[config.mk]
export PLATFORM = sky130hd
export DESIGN_NAME = ftp_port_argument_parser
export DESIGN_NICKNAME = d
export VERILOG_FILES = /design/src/rtl/core/fpap_pkg.sv /design/src/rtl/core/fpap_parse_state.sv /design/src/rtl/core/ftp_port_argument_parser.sv
export SDC_FILE = /design/constraint.sdc
export NUM_CORES = 1
export LEC_CHECK = 0
export ABC_CLOCK_PERIOD_IN_PS = 5900
export BUFFER_PORTS_ARGS = -buffer_cell sky130_fd_sc_hd__buf_4
export CORE_ASPECT_RATIO = 1.25
export CORE_MARGIN = 3
export CORE_UTILIZATION = 50
export CTS_CLUSTER_DIAMETER = 30
export DETAILED_ROUTE_END_ITERATION = 10
export HOLD_SLACK_MARGIN = 0.06
export PLACE_DENSITY = 0.69
export SETUP_SLACK_MARGIN = 0.1
export SLEW_MARGIN = 25
export SYNTH_ARGS = -nofsm -noshare
export SYNTH_HDL_FRONTEND = slang
export SYNTH_SLANG_ARGS = --single-unit
[constraint.sdc]
create_clock -name clk -period 5.9 [get_ports clk]
set_input_delay 0.59 -clock clk [delete_from_list [all_inputs] [get_ports clk]]
set_output_delay 0.59 -clock clk [all_outputs]
set_load 0.05 [all_outputs]
[src/rtl/core/fpap_pkg.sv]
`default_nettype none

package fpap_pkg;

	// character codes
	localparam logic [7:0] CHAR_END    = 8'h00;
	localparam logic [7:0] CHAR_COMMA  = 8'h2c;
	localparam logic [7:0] CHAR_PERIOD = 8'h2e;
	localparam logic [7:0] CHAR_DIGIT0 = 8'h30;
	localparam logic [7:0] CHAR_DIGIT9 = 8'h39;

	localparam logic [11:0] OCTET_MAX   = 12'd255;
	localparam logic [1:0]  LAST_OCTET  = 2'd3;
	localparam logic [2:0]  ADDR_COMMAS = 3'd4;

	typedef enum logic [1:0] {
		PH_ADDR = 2'd0,
		PH_HIGH = 2'd1,
		PH_LOW  = 2'd2,
		PH_TAIL = 2'd3
	} phase_t;

	// one finished parse
	typedef struct packed {
		logic        accepted;
		logic [31:0] host_address;
		logic [15:0] port_number;
	} result_t;

	function automatic logic is_digit(input logic [7:0] c);
		return (c inside {[CHAR_DIGIT0:CHAR_DIGIT9]});
	endfunction

	// value * 10 + digit, kept 12 bits wide so overflow past 255 is visible
	function automatic logic [11:0] times_ten_add(input logic [7:0] value,
		input logic [7:0] c);
		logic [7:0] digit;
		digit = c - CHAR_DIGIT0;
		return {1'b0, value, 3'b000} + {3'b000, value, 1'b0} + {8'h00, digit[3:0]};
	endfunction

endpackage

`default_nettype wire

[src/rtl/core/fpap_parse_state.sv]
`default_nettype none

module fpap_parse_state
	import fpap_pkg::*;
(
	input  wire logic       clk,
	input  wire logic       arst_n,
	input  wire logic       step,
	input  wire logic [7:0] char_in,
	output result_t         result
);

	phase_t      phase_q, phase_d;
	logic [2:0]  comma_count_q, comma_count_d;
	logic [1:0]  octet_index_q, octet_index_d;
	logic [7:0]  octet_value_q, octet_value_d;
	logic        too_big_q, too_big_d;
	logic        digit_seen_q, digit_seen_d;
	logic        addr_fail_q, addr_fail_d;
	logic        addr_done_q, addr_done_d;
	logic [31:0] addr_word_q, addr_word_d;
	logic [7:0]  port_high_q, port_high_d;
	logic [7:0]  port_low_q, port_low_d;

	logic        digit;
	logic [11:0] octet_next;
	logic [11:0] high_next;
	logic [11:0] low_next;
	logic        close_fail;
	logic [2:0]  comma_inc;
	logic        ok;

	assign digit      = is_digit(char_in);
	assign octet_next = times_ten_add(octet_value_q, char_in);
	assign high_next  = times_ten_add(port_high_q, char_in);
	assign low_next   = times_ten_add(port_low_q, char_in);
	assign close_fail = addr_fail_q | ~digit_seen_q | too_big_q;
	assign comma_inc  = comma_count_q + 3'd1;

	always_comb begin
		phase_d       = phase_q;
		comma_count_d = comma_count_q;
		octet_index_d = octet_index_q;
		octet_value_d = octet_value_q;
		too_big_d     = too_big_q;
		digit_seen_d  = digit_seen_q;
		addr_fail_d   = addr_fail_q;
		addr_done_d   = addr_done_q;
		addr_word_d   = addr_word_q;
		port_high_d   = port_high_q;
		port_low_d    = port_low_q;
		if (char_in == CHAR_END) begin
			phase_d       = PH_ADDR;
			comma_count_d = '0;
			octet_index_d = '0;
			octet_value_d = '0;
			too_big_d     = 1'b0;
			digit_seen_d  = 1'b0;
			addr_fail_d   = 1'b0;
			addr_done_d   = 1'b0;
			addr_word_d   = '0;
			port_high_d   = '0;
			port_low_d    = '0;
		end else begin
			case (phase_q)
				PH_ADDR: begin
					if (!addr_fail_q && !addr_done_q) begin
						if (digit) begin
							too_big_d     = too_big_q | (octet_next > OCTET_MAX);
							octet_value_d = octet_next[7:0];
							digit_seen_d  = 1'b1;
						end else if (octet_index_q == LAST_OCTET ||
							char_in == CHAR_COMMA || char_in == CHAR_PERIOD) begin
							// close the octet and shift it into the address
							addr_fail_d   = close_fail;
							addr_word_d   = {addr_word_q[23:0], octet_value_q};
							octet_value_d = '0;
							too_big_d     = 1'b0;
							digit_seen_d  = 1'b0;
							if (octet_index_q == LAST_OCTET)
								addr_done_d = ~close_fail;
							else
								octet_index_d = octet_index_q + 2'd1;
						end else begin
							addr_fail_d = 1'b1;
						end
					end
					if (char_in == CHAR_COMMA) begin
						comma_count_d = comma_inc;
						if (comma_inc >= ADDR_COMMAS)
							phase_d = PH_HIGH;
					end
				end
				PH_HIGH: begin
					if (digit)
						port_high_d = high_next[7:0];
					else
						phase_d = PH_LOW;
				end
				PH_LOW: begin
					if (digit)
						port_low_d = low_next[7:0];
					else
						phase_d = PH_TAIL;
				end
				default: begin
				end
			endcase
		end
	end

	always_ff @(posedge clk or negedge arst_n) begin
		if (!arst_n) begin
			phase_q       <= PH_ADDR;
			comma_count_q <= '0;
			octet_index_q <= '0;
			octet_value_q <= '0;
			too_big_q     <= 1'b0;
			digit_seen_q  <= 1'b0;
			addr_fail_q   <= 1'b0;
			addr_done_q   <= 1'b0;
			addr_word_q   <= '0;
			port_high_q   <= '0;
			port_low_q    <= '0;
		end else if (step) begin
			phase_q       <= phase_d;
			comma_count_q <= comma_count_d;
			octet_index_q <= octet_index_d;
			octet_value_q <= octet_value_d;
			too_big_q     <= too_big_d;
			digit_seen_q  <= digit_seen_d;
			addr_fail_q   <= addr_fail_d;
			addr_done_q   <= addr_done_d;
			addr_word_q   <= addr_word_d;
			port_high_q   <= port_high_d;
			port_low_q    <= port_low_d;
		end
	end

	// verdict as of the state before the end byte
	assign ok = ~addr_fail_q & addr_done_q &
		(phase_q == PH_LOW || phase_q == PH_TAIL) &
		(port_high_q != 8'h00) & (port_low_q != 8'h00);

	assign result.accepted     = ok;
	assign result.host_address = ok ? addr_word_q : 32'h0;
	assign result.port_number  = ok ? {port_high_q, port_low_q} : 16'h0;

endmodule

`default_nettype wire

[src/rtl/core/ftp_port_argument_parser.sv]
// ftp port argument parser
//
// input channel: one argument character per word on arg_byte, with
// in_valid / in_ready; a zero byte ends the argument
// output channel: one word per argument, given when the end byte is
// processed: accepted, host_address (first octet in the top byte) and
// port_number (high byte * 256 + low byte); address and port read zero
// when accepted is low
// path: a word is captured in the input register, the parse state
// updates from it, and the end byte loads the result register in
// that same update
// throughput: one character per cycle while no end byte waits for room in
// the result register; the update is a multiply by ten as shift-and-add plus a compare
// stall: ordinary characters drain whenever they reach the state update;
// an end byte waits in the input register while the result register is
// full and not being taken, and in_ready drops behind it
// reset: arst_n clears both registers' valid flags and returns the parse
// state to the start of the address
`default_nettype none

module ftp_port_argument_parser
	import fpap_pkg::*;
(
	input  wire logic        clk,
	input  wire logic        arst_n,
	input  wire logic        in_valid,
	output logic             in_ready,
	input  wire logic [7:0]  arg_byte,
	output logic             out_valid,
	input  wire logic        out_ready,
	output logic             accepted,
	output logic [31:0]      host_address,
	output logic [15:0]      port_number
);

	// input register
	logic       valid_s1;
	logic [7:0] byte_s1;

	// result register
	logic        valid_s2;
	logic        accepted_s2;
	logic [31:0] address_s2;
	logic [15:0] port_s2;

	logic    is_end_s1;
	logic    out_free;
	logic    advance_s1;
	result_t result;

	assign is_end_s1  = (byte_s1 == CHAR_END);
	assign out_free   = ~valid_s2 | out_ready;
	// only an end byte needs room in the result register
	assign advance_s1 = valid_s1 & (~is_end_s1 | out_free);
	assign in_ready   = ~valid_s1 | advance_s1;

	always_ff @(posedge clk or negedge arst_n) begin
		if (!arst_n)
			valid_s1 <= 1'b0;
		else if (in_ready)
			valid_s1 <= in_valid;
	end

	always_ff @(posedge clk) begin
		if (in_ready && in_valid)
			byte_s1 <= arg_byte;
	end

	fpap_parse_state u_state (
		.clk     (clk),
		.arst_n  (arst_n),
		.step    (advance_s1),
		.char_in (byte_s1),
		.result  (result)
	);

	always_ff @(posedge clk or negedge arst_n) begin
		if (!arst_n)
			valid_s2 <= 1'b0;
		else if (out_free)
			valid_s2 <= advance_s1 & is_end_s1;
	end

	always_ff @(posedge clk) begin
		if (out_free && advance_s1 && is_end_s1) begin
			accepted_s2 <= result.accepted;
			address_s2  <= result.host_address;
			port_s2     <= result.port_number;
		end
	end

	assign out_valid    = valid_s2;
	assign accepted     = accepted_s2;
	assign host_address = address_s2;
	assign port_number  = port_s2;

	// an accepted result always carries two nonzero port bytes
	a_port_nonzero: assert property (@(posedge clk) disable iff (!arst_n)
		valid_s2 && accepted_s2 |-> port_s2[15:8] != 8'h00 && port_s2[7:0] != 8'h00)
		else $error("accepted result with a zero port byte");

	// a rejected result carries zero address and port
	a_reject_zero: assert property (@(posedge clk) disable iff (!arst_n)
		valid_s2 && !accepted_s2 |-> address_s2 == 32'h0 && port_s2 == 16'h0)
		else $error("rejected result with nonzero payload");

	// ordinary characters never stall in the input register
	a_char_drains: assert property (@(posedge clk) disable iff (!arst_n)
		valid_s1 && !is_end_s1 |-> in_ready)
		else $error("non-end character held in input register");

	// an end byte that moves on produces a result word in the next cycle
	a_end_result: assert property (@(posedge clk) disable iff (!arst_n)
		advance_s1 && is_end_s1 |=> valid_s2)
		else $error("end byte processed without a result");

endmodule

`default_nettype wire

# --- Word-level counts from Yosys, hierarchy flattened ---
# Cells that the tools add are included.
word_totals:
  wordCells: 144
  regBits: 126
  in_bits: 12
op_classes:
  reduce_logical: 33
  mux: 51
  n_addsub: 9
  n_lt_le_gt_ge: 4
  eq_ne: 12
  n_bitwise: 18
ops:
  columns: ["cell", "n"]
  rows:
  - ["$mux W32", 5]
  - ["$mux W8", 11]
  - ["$mux W2", 11]
  - ["$mux W1", 20]
  - ["$reduce_and A6 Y1", 3]
  - ["$add A8 B4 Y8", 2]
  - ["$add A8 B8 Y8", 2]
  - ["$eq A8 B6 Y1 const B", 2]
  - ["$reduce_bool A2 Y1", 8]
  - ["$reduce_bool A8 Y1", 2]
  - ["$add A11 B9 Y12", 1]
  - ["$add A12 B4 Y12", 1]
  - ["$gt A12 B8 Y1 const B", 1]
  - ["$mux W3", 3]
  - ["$reduce_and A3 Y1", 3]
  - ["$ge A8 B6 Y1 const B", 1]
  - ["$le A8 B6 Y1 const B", 1]
  - ["$logic_not A8 Y1", 1]
  - ["$reduce_and A4 Y1", 2]
  - ["$and A1 B1 Y1", 6]
  - ["$eq A2 B2 Y1 const B", 3]
  - ["$ne A3 B2 Y1 const B", 2]
  - ["$ne A3 B3 Y1 const B", 2]
  - ["$not A1 Y1", 6]
  - ["15 further kinds", 28]

# --- Longest topological paths before layout ---
# Gate-level depths: netlist of run 1.
logic_depth:
  ltp_word: 10
  ltp_mapped: 9
  depth_no_buf: 9

# --- Cells and area by module ---
# A second synthesis of run 1 with hierarchy kept.
hier_totals:
  hier_cells: 551
  hier_area_um2: 6314.8
modules_own_cells:
  columns: ["module", "instances", "area_each_um2", "cells_per_inst", "seq_area_each_um2"]
  rows:
  - ["fpap_parse_state", 1, 4464.3, 481, 1676.6]
  - ["ftp_port_argument_parser", 1, 1850.5, 70, 1761.7]

# --- Worst setup path after synthesis of run 1 ---
# No wires, ideal clock.
synth_path:
  kind: "register -> register"
  startpoint: "register byte_s1[3]"
  endpoint: "register byte_s1[0], enable pin"
  period_less_slack_ns: 2.736
  t_arrival_ns: 2.456
  path_stages_with_launch: 6
  required_time_ns: 5.621
  n_path_buf: 1
  path_slack_ns: 3.164
  cell_sequence: "edfxtp_1 -> or4_1 -> nor2_1 -> buf_2 -> nand4b_1 -> and2_1"
synth_via:
  elab_chain_cells: 6
synth_rtl:
  columns: ["item", "line_no", "source"]
  rows:
  - ["start, declared", "ftp_port_argument_parser.sv:38", "logic [7:0] byte_s1;"]
  - ["start signal, assigned", "ftp_port_argument_parser.sv:66", "byte_s1 <= arg_byte;"]
  - ["$logic_not A8 Y1", "ftp_port_argument_parser.sv:51", "assign is_end_s1 = (byte_s1 == CHAR_END);"]
  - ["$not A1 Y1", "ftp_port_argument_parser.sv:54", "assign advance_s1 = valid_s1 & (~is_end_s1 | out_free);"]
  - ["$or A1 B1 Y1", "ftp_port_argument_parser.sv:54", null]
  - ["$and A1 B1 Y1", "ftp_port_argument_parser.sv:54", null]
  - ["$or A1 B1 Y1", "ftp_port_argument_parser.sv:55", "assign in_ready = ~valid_s1 | advance_s1;"]
  - ["named net in_ready", "ftp_port_argument_parser.sv:27", "output logic in_ready,"]
  - ["$logic_and A1 B1 Y1", "ftp_port_argument_parser.sv:65", "if (in_ready && in_valid)"]
# The timed path passes the listed nets, and every way through them passes these cells.
# A chain may end at the register's enable or synchronous reset.

# --- Worst setup path in the final report of run 1 ---
layout_path:
  startpoint: "register byte_s1[3]"
  endpoint: "output port in_ready"
layout_via:
  elab_chain_cells: 5
layout_rtl:
  columns: ["item", "line_no"]
  rows:
  - ["$logic_not A8 Y1", "ftp_port_argument_parser.sv:51"]
  - ["$not A1 Y1", "ftp_port_argument_parser.sv:54"]
  - ["$or A1 B1 Y1", "ftp_port_argument_parser.sv:54"]
  - ["$and A1 B1 Y1", "ftp_port_argument_parser.sv:54"]
  - ["$or A1 B1 Y1", "ftp_port_argument_parser.sv:55"]
  - ["end, declared", "ftp_port_argument_parser.sv:27"]
# Every way passes these cells.

==> results of run 1 <==
## per-stage QoR
stage               setup slack, ns  hold WS, ns
global route                   2.32        0.340
finish                         2.48        0.298
global placement               2.27        0.454
detailed placement             2.09        0.459
CTS                            2.09        0.334
floorplan                      3.16        0.294
## power by group through the flow
stage / Sequential (µW) / Clock [µW] / Combinational [µW]
after floorplan: 1200 / 0 / 466
after global placement: 1260 / 0 / 556
after detailed placement: 1260 / 0 / 590
after CTS: 1250 / 955 / 593
after global routing: 1270 / 996 / 685
final: 1250 / 944 / 586
## final cells by class
| class | instances | area, µm² | share of cell area, % |
|---|---|---|---|
| multi-input combinational | 350 | 2530 | 34.8 |
| clock inverter | 11 | 96.3 | 1.33 |
| clock buffer | 21 | 440 | 6.06 |
| tap | 161 | 201 | 2.77 |
| inverter | 26 | 98.8 | 1.36 |
| timing repair buffer | 62 | 465 | 6.40 |
| sequential | 126 | 3440 | 47.3 |
## synth_stat cells (3+ instances only)
cell and number:
sky130_fd_sc_hd__dfrtp_1 69, sky130_fd_sc_hd__o21ai_0 69, sky130_fd_sc_hd__edfxtp_1 57, sky130_fd_sc_hd__and2_1 49, sky130_fd_sc_hd__nand2_1 42, sky130_fd_sc_hd__ha_1 41
sky130_fd_sc_hd__inv_1 26, sky130_fd_sc_hd__a22o_1 22, sky130_fd_sc_hd__xnor2_1 15, sky130_fd_sc_hd__nor2_1 14, sky130_fd_sc_hd__a21oi_1 12, sky130_fd_sc_hd__clkbuf_1 11
sky130_fd_sc_hd__buf_2 8, sky130_fd_sc_hd__o21ai_1 8, sky130_fd_sc_hd__fa_1 6, sky130_fd_sc_hd__a21o_1 5, sky130_fd_sc_hd__nand3_1 5, sky130_fd_sc_hd__nor4_1 5
sky130_fd_sc_hd__o31ai_1 4, sky130_fd_sc_hd__a21o_2 3, sky130_fd_sc_hd__a32o_1 3, sky130_fd_sc_hd__mux2_2 3, sky130_fd_sc_hd__nand2b_1 3, sky130_fd_sc_hd__o211ai_1 3
sky130_fd_sc_hd__o21bai_1 3
## logic make-up after synthesis
logic type | Yosys count | share of synthesized area (%)
buffers and inverters | 46 | 3.00
multiplexers | 4 | 0.714
flip-flops | 126 | 56.1
AO/OA/AOI/OAI | 146 | 15.4
adder cells (fa/ha/maj) | 47 | 10.3
XOR/XNOR | 16 | 2.29
AND/OR/NAND/NOR | 137 | 12.2
## worst reg2reg max path, cell delays in order (launching register included)
cell and delay [ns]:
sky130_fd_sc_hd__edfxtp_1 0.53, sky130_fd_sc_hd__nor4_1 0.49, sky130_fd_sc_hd__nand2_2 0.50, sky130_fd_sc_hd__and3_2 0.59
sky130_fd_sc_hd__nand2b_2 0.53, sky130_fd_sc_hd__o31ai_1 0.33
## final timing paths
kind / cells after the start / to / start / slack, ns
max reg2reg: 5 / u_state.addr_word_q[0] / byte_s1[3] / 2.84
max in group asynchronous: 1 / u_state.port_low_q[1] / arst_n / 5.02
min: 1 / u_state.addr_word_q[12] / arst_n / 0.30
min reg2reg: 1 / u_state.octet_index_q[0] / u_state.octet_index_q[0] / 0.49
min in group clk: 1 / byte_s1[6] / arg_byte[6] / 0.35
max: 4 / in_ready / byte_s1[3] / 2.48
## state kept, by name (all words and copies together) (netlist names), 2 cells and up
register	count
host_address	32
u_state.port_high_q	8
u_state.comma_count_q	3
u_state.phase_q	2
byte_s1	8
u_state.addr_word_q	32
u_state.octet_value_q	8
port_number	16
u_state.port_low_q	8
u_state.octet_index_q	2
## layer usage
layer | global-route usage (%) | part of all wire, % | routed length, µm | vias to the layer above
li1 | - | - | - | 2020
met1 | 23.1 | 43 | 5190 | 2029
met4 | 7.95 | 1.8 | 212 | 0
met2 | 32.5 | 51 | 6120 | 92
met5 | 0 | 0 | 0 | -
met3 | 4.21 | 3.8 | 460 | 20
==> run metrics, run 1 <==
post-synthesis to final-layout area growth 18.5%; floorplan core area 0.0118 mm²; Avg Synthesized Cell Area 11.7 µm²; arrival time at the worst endpoint approximately 2.8 ns; sort of element at the end of the critical path output pin; CTS Buf Count 17; Post-DP HPWL around 8.3 mm; port bufs 62; status finished clean; end-of-flow core utilization around 62%; Fillers between 900 and 1000; commonest cells after routing, fill and taps aside sky130_fd_sc_hd__o21ai_0 (69), sky130_fd_sc_hd__dfrtp_1 (69), sky130_fd_sc_hd__buf_4 (62); Setup Viol. Count Final 0; flip-flop and latch count after synthesis about 130; remaining design rule violation count 0; power density over cell area 382 mW/mm²; sequential cell area fraction in the yosys report between 50 and 60%; ys flop type sky130_fd_sc_hd__dfrtp_1; clock latency on the worst-skew pair roughly 0.42 ns; initial cell density of the core 52.0%; Wirelength per Cell 15.8 µm; Die H ~130 µm; switching power as a share of total power between 20 and 30%; largest cells by area after synthesis sky130_fd_sc_hd__dfrtp_1 (28%), sky130_fd_sc_hd__edfxtp_1 (28%), sky130_fd_sc_hd__ha_1 (8.4%); number of nets in the synthesized netlist between 500 and 600; Layout Cell Area excl Fill slightly above 0.007 mm²; portion of the clock cycle consumed by the worst path in the final layout just under 60%; clock transition time at the flip-flop clock pins of the worst setup and hold paths about 0.060 ns; via-per-instance ratio 5.50; yosys synthesis warning count 0; number of primary I/O pins 63; number of placed instances, taps included roughly 730; Max stage delay on crit path 0.75 ns; netlist area before placement 0.00613 mm²; number of standard cells after synthesis ~520; first-pass GRT wire length a little over 20 mm; element type at the critical path start flip-flop; n_diodes 0; placer's final routability congestion estimate between 0.8 and 0.9; vias post-DR 4161; Root Buffer sky130_fd_sc_hd__clkbuf_16; Routed Antenna Nets 0; final worst path period need 3.42 ns; H-tree depth 4; die area 0.0136 mm²; Cell Chain, Critical Path or4_1, nor2_1, nand4b_1, buf_4; sum of internal, switching and leakage power 2770 µW; Final Non-Filler Cells 757; unrepaired setup endpoints after global routing false; CTS Buffer Depth 2; Worst slew margin 37.7%; Post-Route WL 12.0 mm; nets@finish between 600 and 700; total gr overflow 0; Sw Pwr around 830 µW; crit path kind flip-flop to output pin; CTS tree yes; crit path buf inv count 1; logic gate share of total power between 20% and 30%; Static Leakage 0.00318 µW; Critical Path Fanout Max 12; iteration-0 DRC count of the detailed router between 200 and 250; count of endpoints failing hold in the final timing report 0; Total GRT Usage a little under a fifth; Max Slew Vio Count 0; type of the tightest min-delay check primary input to async pin; number of global-route vias before repair approximately 4200; number of clock sinks seen by CTS about 130; maximum number of pins on one net before global-route repair 70; skew final 0.0103 ns; Gates resized, CTS repair 0; number of synthesized flops with an enable pin 57; cell family with the largest share of critical-path delay simple AND/OR/NAND/NOR gates; die width approximately 110 µm; first drt pass iteration count 5; Seq pwr share 44.9%; Setup Buffers After CTS 0; antenna violations before repair 0; layout cells sized above 1 between 15 and 20%; required time reported for the critical path endpoint around 5.3 ns; cell type contributing the most total cell area after synthesis sky130_fd_sc_hd__dfrtp_1; max frequency a little under 300 MHz; slowest stage cell on the critical path sky130_fd_sc_hd__nor2_1; asr flop ratio synth 54.8%; Yosys cell types 54; worst voltage drop across the vdd grid around 210 µV; worst-margin pin slew between 0.9 and 1 ns; standard cell area after detailed placement 0.00672 mm²; number of buffers added to fix hold violations after cts 0; # rows 44; Max Cap Viol 0; Final TNS setup 0 ns; Clk network pwr share between 30% and 40%; area fraction of the dominant cell type after synthesis roughly 28%; P_int between 1500 and 2000 µW
(Power assumes the default switching activity.)
==> run 2: changes to the inputs <==
--- a/config.mk
+++ b/config.mk
@@ -5,7 +5,7 @@
 export SDC_FILE = /design/constraint.sdc
 export NUM_CORES = 1
 export LEC_CHECK = 0
-export ABC_CLOCK_PERIOD_IN_PS = 5900
+export ABC_CLOCK_PERIOD_IN_PS = 3300
 export BUFFER_PORTS_ARGS = -buffer_cell sky130_fd_sc_hd__buf_4
 export CORE_ASPECT_RATIO = 1.25
 export CORE_MARGIN = 3
==> constraint.sdc (replaced) <==
create_clock -name clk -period 3.3 [get_ports clk]
set_input_delay 0.33 -clock clk [delete_from_list [all_inputs] [get_ports clk]]
set_output_delay 0.33 -clock clk [all_outputs]
set_load 0.05 [all_outputs]
==> run metrics, run 2 (synthesized netlist as in run 1, its figures left out) <==
status finished clean; number of primary I/O pins 63 (unchanged); Max Slew Vio Count 0 (unchanged); Post-Route WL 12.6 mm (+5.2%); Setup Viol. Count Final 0 (unchanged); Critical Path Fanout Max 7 (-5); Setup Buffers After CTS 0 (unchanged); CTS Buffer Depth 2 (unchanged); CTS Buf Count 17 (unchanged); logic gate share of total power 20.0% (-1.1 points); end-of-flow core utilization 63.2% (+1.5 points); Cell Chain, Critical Path inv_1, fa_1, fa_1, nor2b_1, o31ai_1, a2111o_1, a32oi_1, o211ai_1; CTS tree yes; element type at the critical path start flip-flop; portion of the clock cycle consumed by the worst path in the final layout between 80% and 90%; Wirelength per Cell 16.5 µm (+4.1%); die width 105 µm (unchanged); antenna violations before repair 0 (unchanged); arrival time at the worst endpoint 3.07 ns (+0.24 ns); vias post-DR 4307 (+3.5%); number of buffers added to fix hold violations after cts 0 (unchanged); Final TNS setup 0 ns (unchanged); sort of element at the end of the critical path flip-flop; post-synthesis to final-layout area growth 21.4%; Max Cap Viol 0 (unchanged); nets@finish 650 (+1.2%); skew final 0.00737 ns (-0.00295 ns); launch instance of the worst register-to-register path byte_s1[3]; clock latency on the worst-skew pair 0.42 ns (about the same); unrepaired setup endpoints after global routing false; Routed Antenna Nets 0 (unchanged); end of the worst register-to-register path u_state.too_big_q; power density over cell area 727 mW/mm² (+90%); # rows 44 (unchanged); initial cell density of the core 52.0% (unchanged); crit path launch byte_s1[3]; iteration-0 DRC count of the detailed router 137 (-37%); Sw Pwr 1540 µW (+85%); Worst slew margin 39.6% (+1.9 points); number of clock sinks seen by CTS 126 (unchanged); layout cells sized above 1 18.9% (+0.92 points); floorplan core area 0.0118 mm² (unchanged); Post-DP HPWL 8.54 mm (+3.5%); total gr overflow 0 (unchanged); cell type with the highest occurrence count on the critical path sky130_fd_sc_hd__fa_1; worst reg-to-reg setup slack 0.52 ns (-2.32 ns); max frequency around 360 MHz; number of global-route vias before repair 4450 (+6.7%); H-tree depth 4 (unchanged); remaining design rule violation count 0 (unchanged); first-pass GRT wire length 21.6 mm (+5.6%); Total GRT Usage 20.0% (+1.1 points); leading cell type in the layout, fill and taps excluded sky130_fd_sc_hd__buf_4; capturing instance or port of the critical path u_state.too_big_q; Clk network pwr share 38.9% (+4.9 points); type of the tightest min-delay check primary input to async pin; stages on the worst setup path 8 (+4); via-per-instance ratio 5.63 (+2.4%); P_int 3880 µW (+99%); port bufs 62 (unchanged); switching power as a share of total power 28.4% (-1.5 points); Gates resized, CTS repair 0 (unchanged); Max stage delay on crit path 0.55 ns (-0.20 ns); worst-margin pin slew 0.905 ns (-0.0252 ns); Seq pwr share 41.1% (-3.8 points); maximum number of pins on one net before global-route repair 70 (unchanged); count of endpoints failing hold in the final timing report 0 (unchanged); Root Buffer sky130_fd_sc_hd__clkbuf_16; r2r worst-path depth 8 (+3); Die H 130 µm (unchanged); slowest stage cell on the critical path sky130_fd_sc_hd__edfxtp_1; clock transition time at the flip-flop clock pins of the worst setup and hold paths 0.06 ns (about the same); Fillers 972 (+0.10%); final worst path period need approximately 2.8 ns; commonest cells after routing, fill and taps aside sky130_fd_sc_hd__buf_4 (70), sky130_fd_sc_hd__o21ai_0 (69), sky130_fd_sc_hd__dfrtp_1 (69); placer's final routability congestion estimate 0.798 (-4.9%); cell family with the largest share of critical-path delay adder cells; crit path kind flip-flop to flip-flop; die area 0.0136 mm² (unchanged); crit path buf inv count 1 (unchanged); required time reported for the critical path endpoint 3.59 ns (-1.72 ns); worst voltage drop across the vdd grid 376 µV (+78%); n_diodes 0 (unchanged); Static Leakage 0.00328 µW (+3.2%); first drt pass iteration count 5 (unchanged)
-- run 2: final cells by class --
| cell class | instances | area, µm² | share of cell area (%) |
|---|---|---|---|
| inverter | 26 | 97.6 | 1.31 |
| sequential | 126 | 3440 | 46.2 |
| clock inverter | 13 | 236 | 3.18 |
| multi-input combinational | 350 | 2510 | 33.7 |
| timing repair buffer | 70 | 526 | 7.06 |
| clock buffer | 19 | 433 | 5.82 |
| tap | 161 | 201 | 2.71 |
-- run 2: worst min path at each step --
stage / cells past startpoint / slack, ns / end
after floorplan: 0 / 0.03 / out_valid
after global placement: 1 / 0.46 / u_state.digit_seen_q
after detailed placement: 1 / 0.46 / u_state.digit_seen_q
after CTS: 1 / 0.07 / u_state.addr_word_q[13]
after global routing: 1 / 0.07 / byte_s1[1]
final: 1 / 0.03 / u_state.addr_word_q[13]
-- run 2: stage by stage --
step | hold WS (ns) | total power, µW | area (µm²) | setup WS (ns) | cells
floorplan | 0.0344 | 2980 | 6130 | 0.564 | 522
CTS | 0.0728 | 5450 | 7440 | 0.516 | 765
global route | 0.0737 | 5730 | 7440 | 0.353 | 765
detailed placement | 0.462 | 3330 | 6780 | 0.516 | 733
global placement | 0.458 | 3250 | 6780 | 0.602 | 733
finish | 0.0279 | 5410 | 7440 | 0.525 | 765
-- run 2: power by group through the flow --
stage	registers, µW	clock network, µW	logic (µW)
after global placement	2240	0	1010
after CTS	2230	2130	1100
after floorplan	2150	0	833
after global routing	2270	2200	1260
final	2230	2110	1080
after detailed placement	2250	0	1080
-- run 2: layer usage --
layer / vias to the layer above / part of all wire [%] / global-route usage (%)
met5: - / 0 / 0
met4: 0 / 2.3 / 8.88
met3: 25 / 4.3 / 4.16
met2: 121 / 54 / 35.5
met1: 2128 / 40 / 23.5
li1: 2033 / - / -
==> run 3: changes to the inputs <==
--- a/config.mk
+++ b/config.mk
@@ -5,7 +5,7 @@
 export SDC_FILE = /design/constraint.sdc
 export NUM_CORES = 1
 export LEC_CHECK = 0
-export ABC_CLOCK_PERIOD_IN_PS = 3300
+export ABC_CLOCK_PERIOD_IN_PS = 2320
 export BUFFER_PORTS_ARGS = -buffer_cell sky130_fd_sc_hd__buf_4
 export CORE_ASPECT_RATIO = 1.25
 export CORE_MARGIN = 3
@@ -13,7 +13,7 @@
 export CTS_CLUSTER_DIAMETER = 30
 export DETAILED_ROUTE_END_ITERATION = 10
 export HOLD_SLACK_MARGIN = 0.06
-export PLACE_DENSITY = 0.69
+export PLACE_DENSITY = 0.72
 export SETUP_SLACK_MARGIN = 0.1
 export SLEW_MARGIN = 25
 export SYNTH_ARGS = -nofsm -noshare
==> constraint.sdc (replaced) <==
create_clock -name clk -period 2.32 [get_ports clk]
set_input_delay 0.232 -clock clk [delete_from_list [all_inputs] [get_ports clk]]
set_output_delay 0.232 -clock clk [all_outputs]
set_load 0.05 [all_outputs]
==> run metrics, run 3 (synthesized netlist as in run 1, its figures left out) <==
vias post-DR 4422 (+2.7%); Cell Chain, Critical Path inv_1, fa_2, fa_2, nor2b_4, o31ai_2, a2111o_1, a32oi_1, o211ai_1; Static Leakage 0.00346 µW (+5.2%); clock latency on the worst-skew pair 0.41 ns (about the same); skew final 0.00848 ns (+0.00111 ns); post-synthesis to final-layout area growth 29.7%; Setup Viol. Count Final 2 (+2); dpl ws -0.0970 ns (-0.613 ns); portion of the clock cycle consumed by the worst path in the final layout 105% (+21 points); required time reported for the critical path endpoint 2.59 ns (-1.00 ns); element type at the critical path start flip-flop; CTS Buffer Depth 2 (unchanged); Worst slew margin 58.3% (+19 points); placer's final routability congestion estimate 0.806 (+1.1%); port bufs 62 (unchanged); number of clock sinks seen by CTS 126 (unchanged); status complete, but fails checks; count of endpoints failing hold in the final timing report 0 (unchanged); violations in the final reports negative setup slack; Post-DP HPWL 8.42 mm (-1.4%); clock transition time at the flip-flop clock pins of the worst setup and hold paths 0.06 ns (about the same); remaining design rule violation count 0 (unchanged); maximum number of pins on one net before global-route repair 48 (-31%); H-tree depth 4 (unchanged); cell type with the highest occurrence count on the critical path sky130_fd_sc_hd__fa_2; max frequency 412 MHz (+14%); CTS tree yes; type of the tightest min-delay check primary input to flip-flop; crit path kind flip-flop to flip-flop; worst voltage drop across the vdd grid 521 µV (+38%); CTS Buf Count 17 (unchanged); total gr overflow 0 (unchanged); Wirelength per Cell 15.7 µm (-5.0%); Die H 130 µm (unchanged); initial cell density of the core 52.0% (unchanged); worst-margin pin slew 0.626 ns (-0.280 ns); n_diodes 0 (unchanged); sort of element at the end of the critical path flip-flop; # rows 44 (unchanged); antenna violations before repair 0 (unchanged); launch instance of the worst register-to-register path byte_s1[3]; first drt pass iteration count 5 (unchanged); number of primary I/O pins 63 (unchanged); crit path launch byte_s1[3]; via-per-instance ratio 5.49 (-2.6%); floorplan core area 0.0118 mm² (unchanged); number of global-route vias before repair 4348 (-2.3%); Total GRT Usage 19.1% (-0.84 points); first-pass GRT wire length 20.9 mm (-3.3%); iteration-0 DRC count of the detailed router 212 (+55%); arrival time at the worst endpoint 2.70 ns (-0.37 ns); Root Buffer sky130_fd_sc_hd__clkbuf_16; leading cell type in the layout, fill and taps excluded sky130_fd_sc_hd__buf_4; Max stage delay on crit path 0.47 ns (-0.08 ns); Min-Delay Startpoint out_ready; Max Slew Vio Count 0 (unchanged); layout cells sized above 1 27.8% (+8.9 points); setup slack of the critical path after layout -0.109 ns (-0.634 ns); Critical Path Fanout Max 2 (-5); commonest cells after routing, fill and taps aside sky130_fd_sc_hd__buf_4 (91), sky130_fd_sc_hd__o21ai_0 (69), sky130_fd_sc_hd__dfrtp_1 (68); die area 0.0136 mm² (unchanged); unrepaired setup endpoints after global routing true; slowest stage cell on the critical path sky130_fd_sc_hd__fa_2; final worst path period need 2.43 ns (-0.346 ns); power density over cell area 951 mW/mm² (+31%); Routed Antenna Nets 0 (unchanged); end-of-flow core utilization 67.5% (+4.3 points); nets@finish 691 (+6.3%); die width 105 µm (unchanged); Fillers 887 (-8.7%); Max Cap Viol 0 (unchanged); Post-Route WL 12.6 mm (about the same)
[run 3: cell types whose count changed in the layout (fill, tap and decap cells not counted), sizes merged]
cell / previous run / this run
buf: 70 / 101
clkbuf: 19 / 18
clkinvlp: 1 / 4
bufinv: 6 / 3
inv: 27 / 28
dlygate4sd3: 0 / 10
[run 3: metal layers]
metal | vias up | track usage [%] | wire [µm]
met5 | - | 0 | 0
met4 | 0 | 6.41 | 203
met3 | 19 | 4.40 | 483
met2 | 126 | 34.5 | 6700
met1 | 2159 | 22.7 | 5230
li1 | 2118 | - | -
[run 3: final timing paths]
path,end,slack (ns),depth (start not counted)
worst max register to register,u_state.too_big_q,-0.11,8
worst min-delay path,out_valid,0.24,3
worst max-delay path,u_state.too_big_q,-0.11,8
worst min register to register,u_state.digit_seen_q,0.49,1
min in group asynchronous,u_state.addr_word_q[13],0.39,2
max in group asynchronous,u_state.addr_word_q[31],1.33,3
[run 3: metrics by stage]
stage	hold slack (ns)	cell area, µm²	cells	TNS [ns]	power (µW)
2_1_floorplan	-0.0636	6160	522	-1.29	4240
3_3_place_gp	0.286	7020	755	-0.0223	4680
4_1_cts	0.227	7810	802	-0.0918	7540
5_1_grt	0.276	7950	806	-0.276	8030
3_5_place_dp	0.289	7020	755	-0.220	4760
6_report	0.241	7950	806	-0.116	7560
[run 3: what timing repair did]
item,4_1_cts,5_1_grt
endpoints found under the setup margin,34,103
endpoints found under the hold margin,53,0
setup buffers,5,4
hold buffers,10,0
resized for setup,14,24
pin swaps,17,17
[run 3: critical path, delay by kind of cell (launching register included)]
kind,cells,cell delay [ns]
and+or+nand+nor,1,0.14
buffers and inverters,1,0.09
DFF,1,0.41
AOI/OAI and AO/OA,4,0.78
adders and majority gates,2,0.86
[run 3: area by class of cell]
type                            count  area [µm²]  area share, %
Sequential cell                   126        3440           43.3
Multi-Input combinational cell    350        2680           33.7
Timing Repair Buffer              111         931           11.7
Clock buffer                       18         429           5.40
Tap cell                          161         201           2.53
Clock inverter                     14         166           2.09
Inverter                           26         101           1.27
[run 3: report_power, final]
part           switching, µW  internal, µW  total (µW)
Clock                    950          1690        2640
Sequential               354          2790        3140
Combinational            919           860        1780
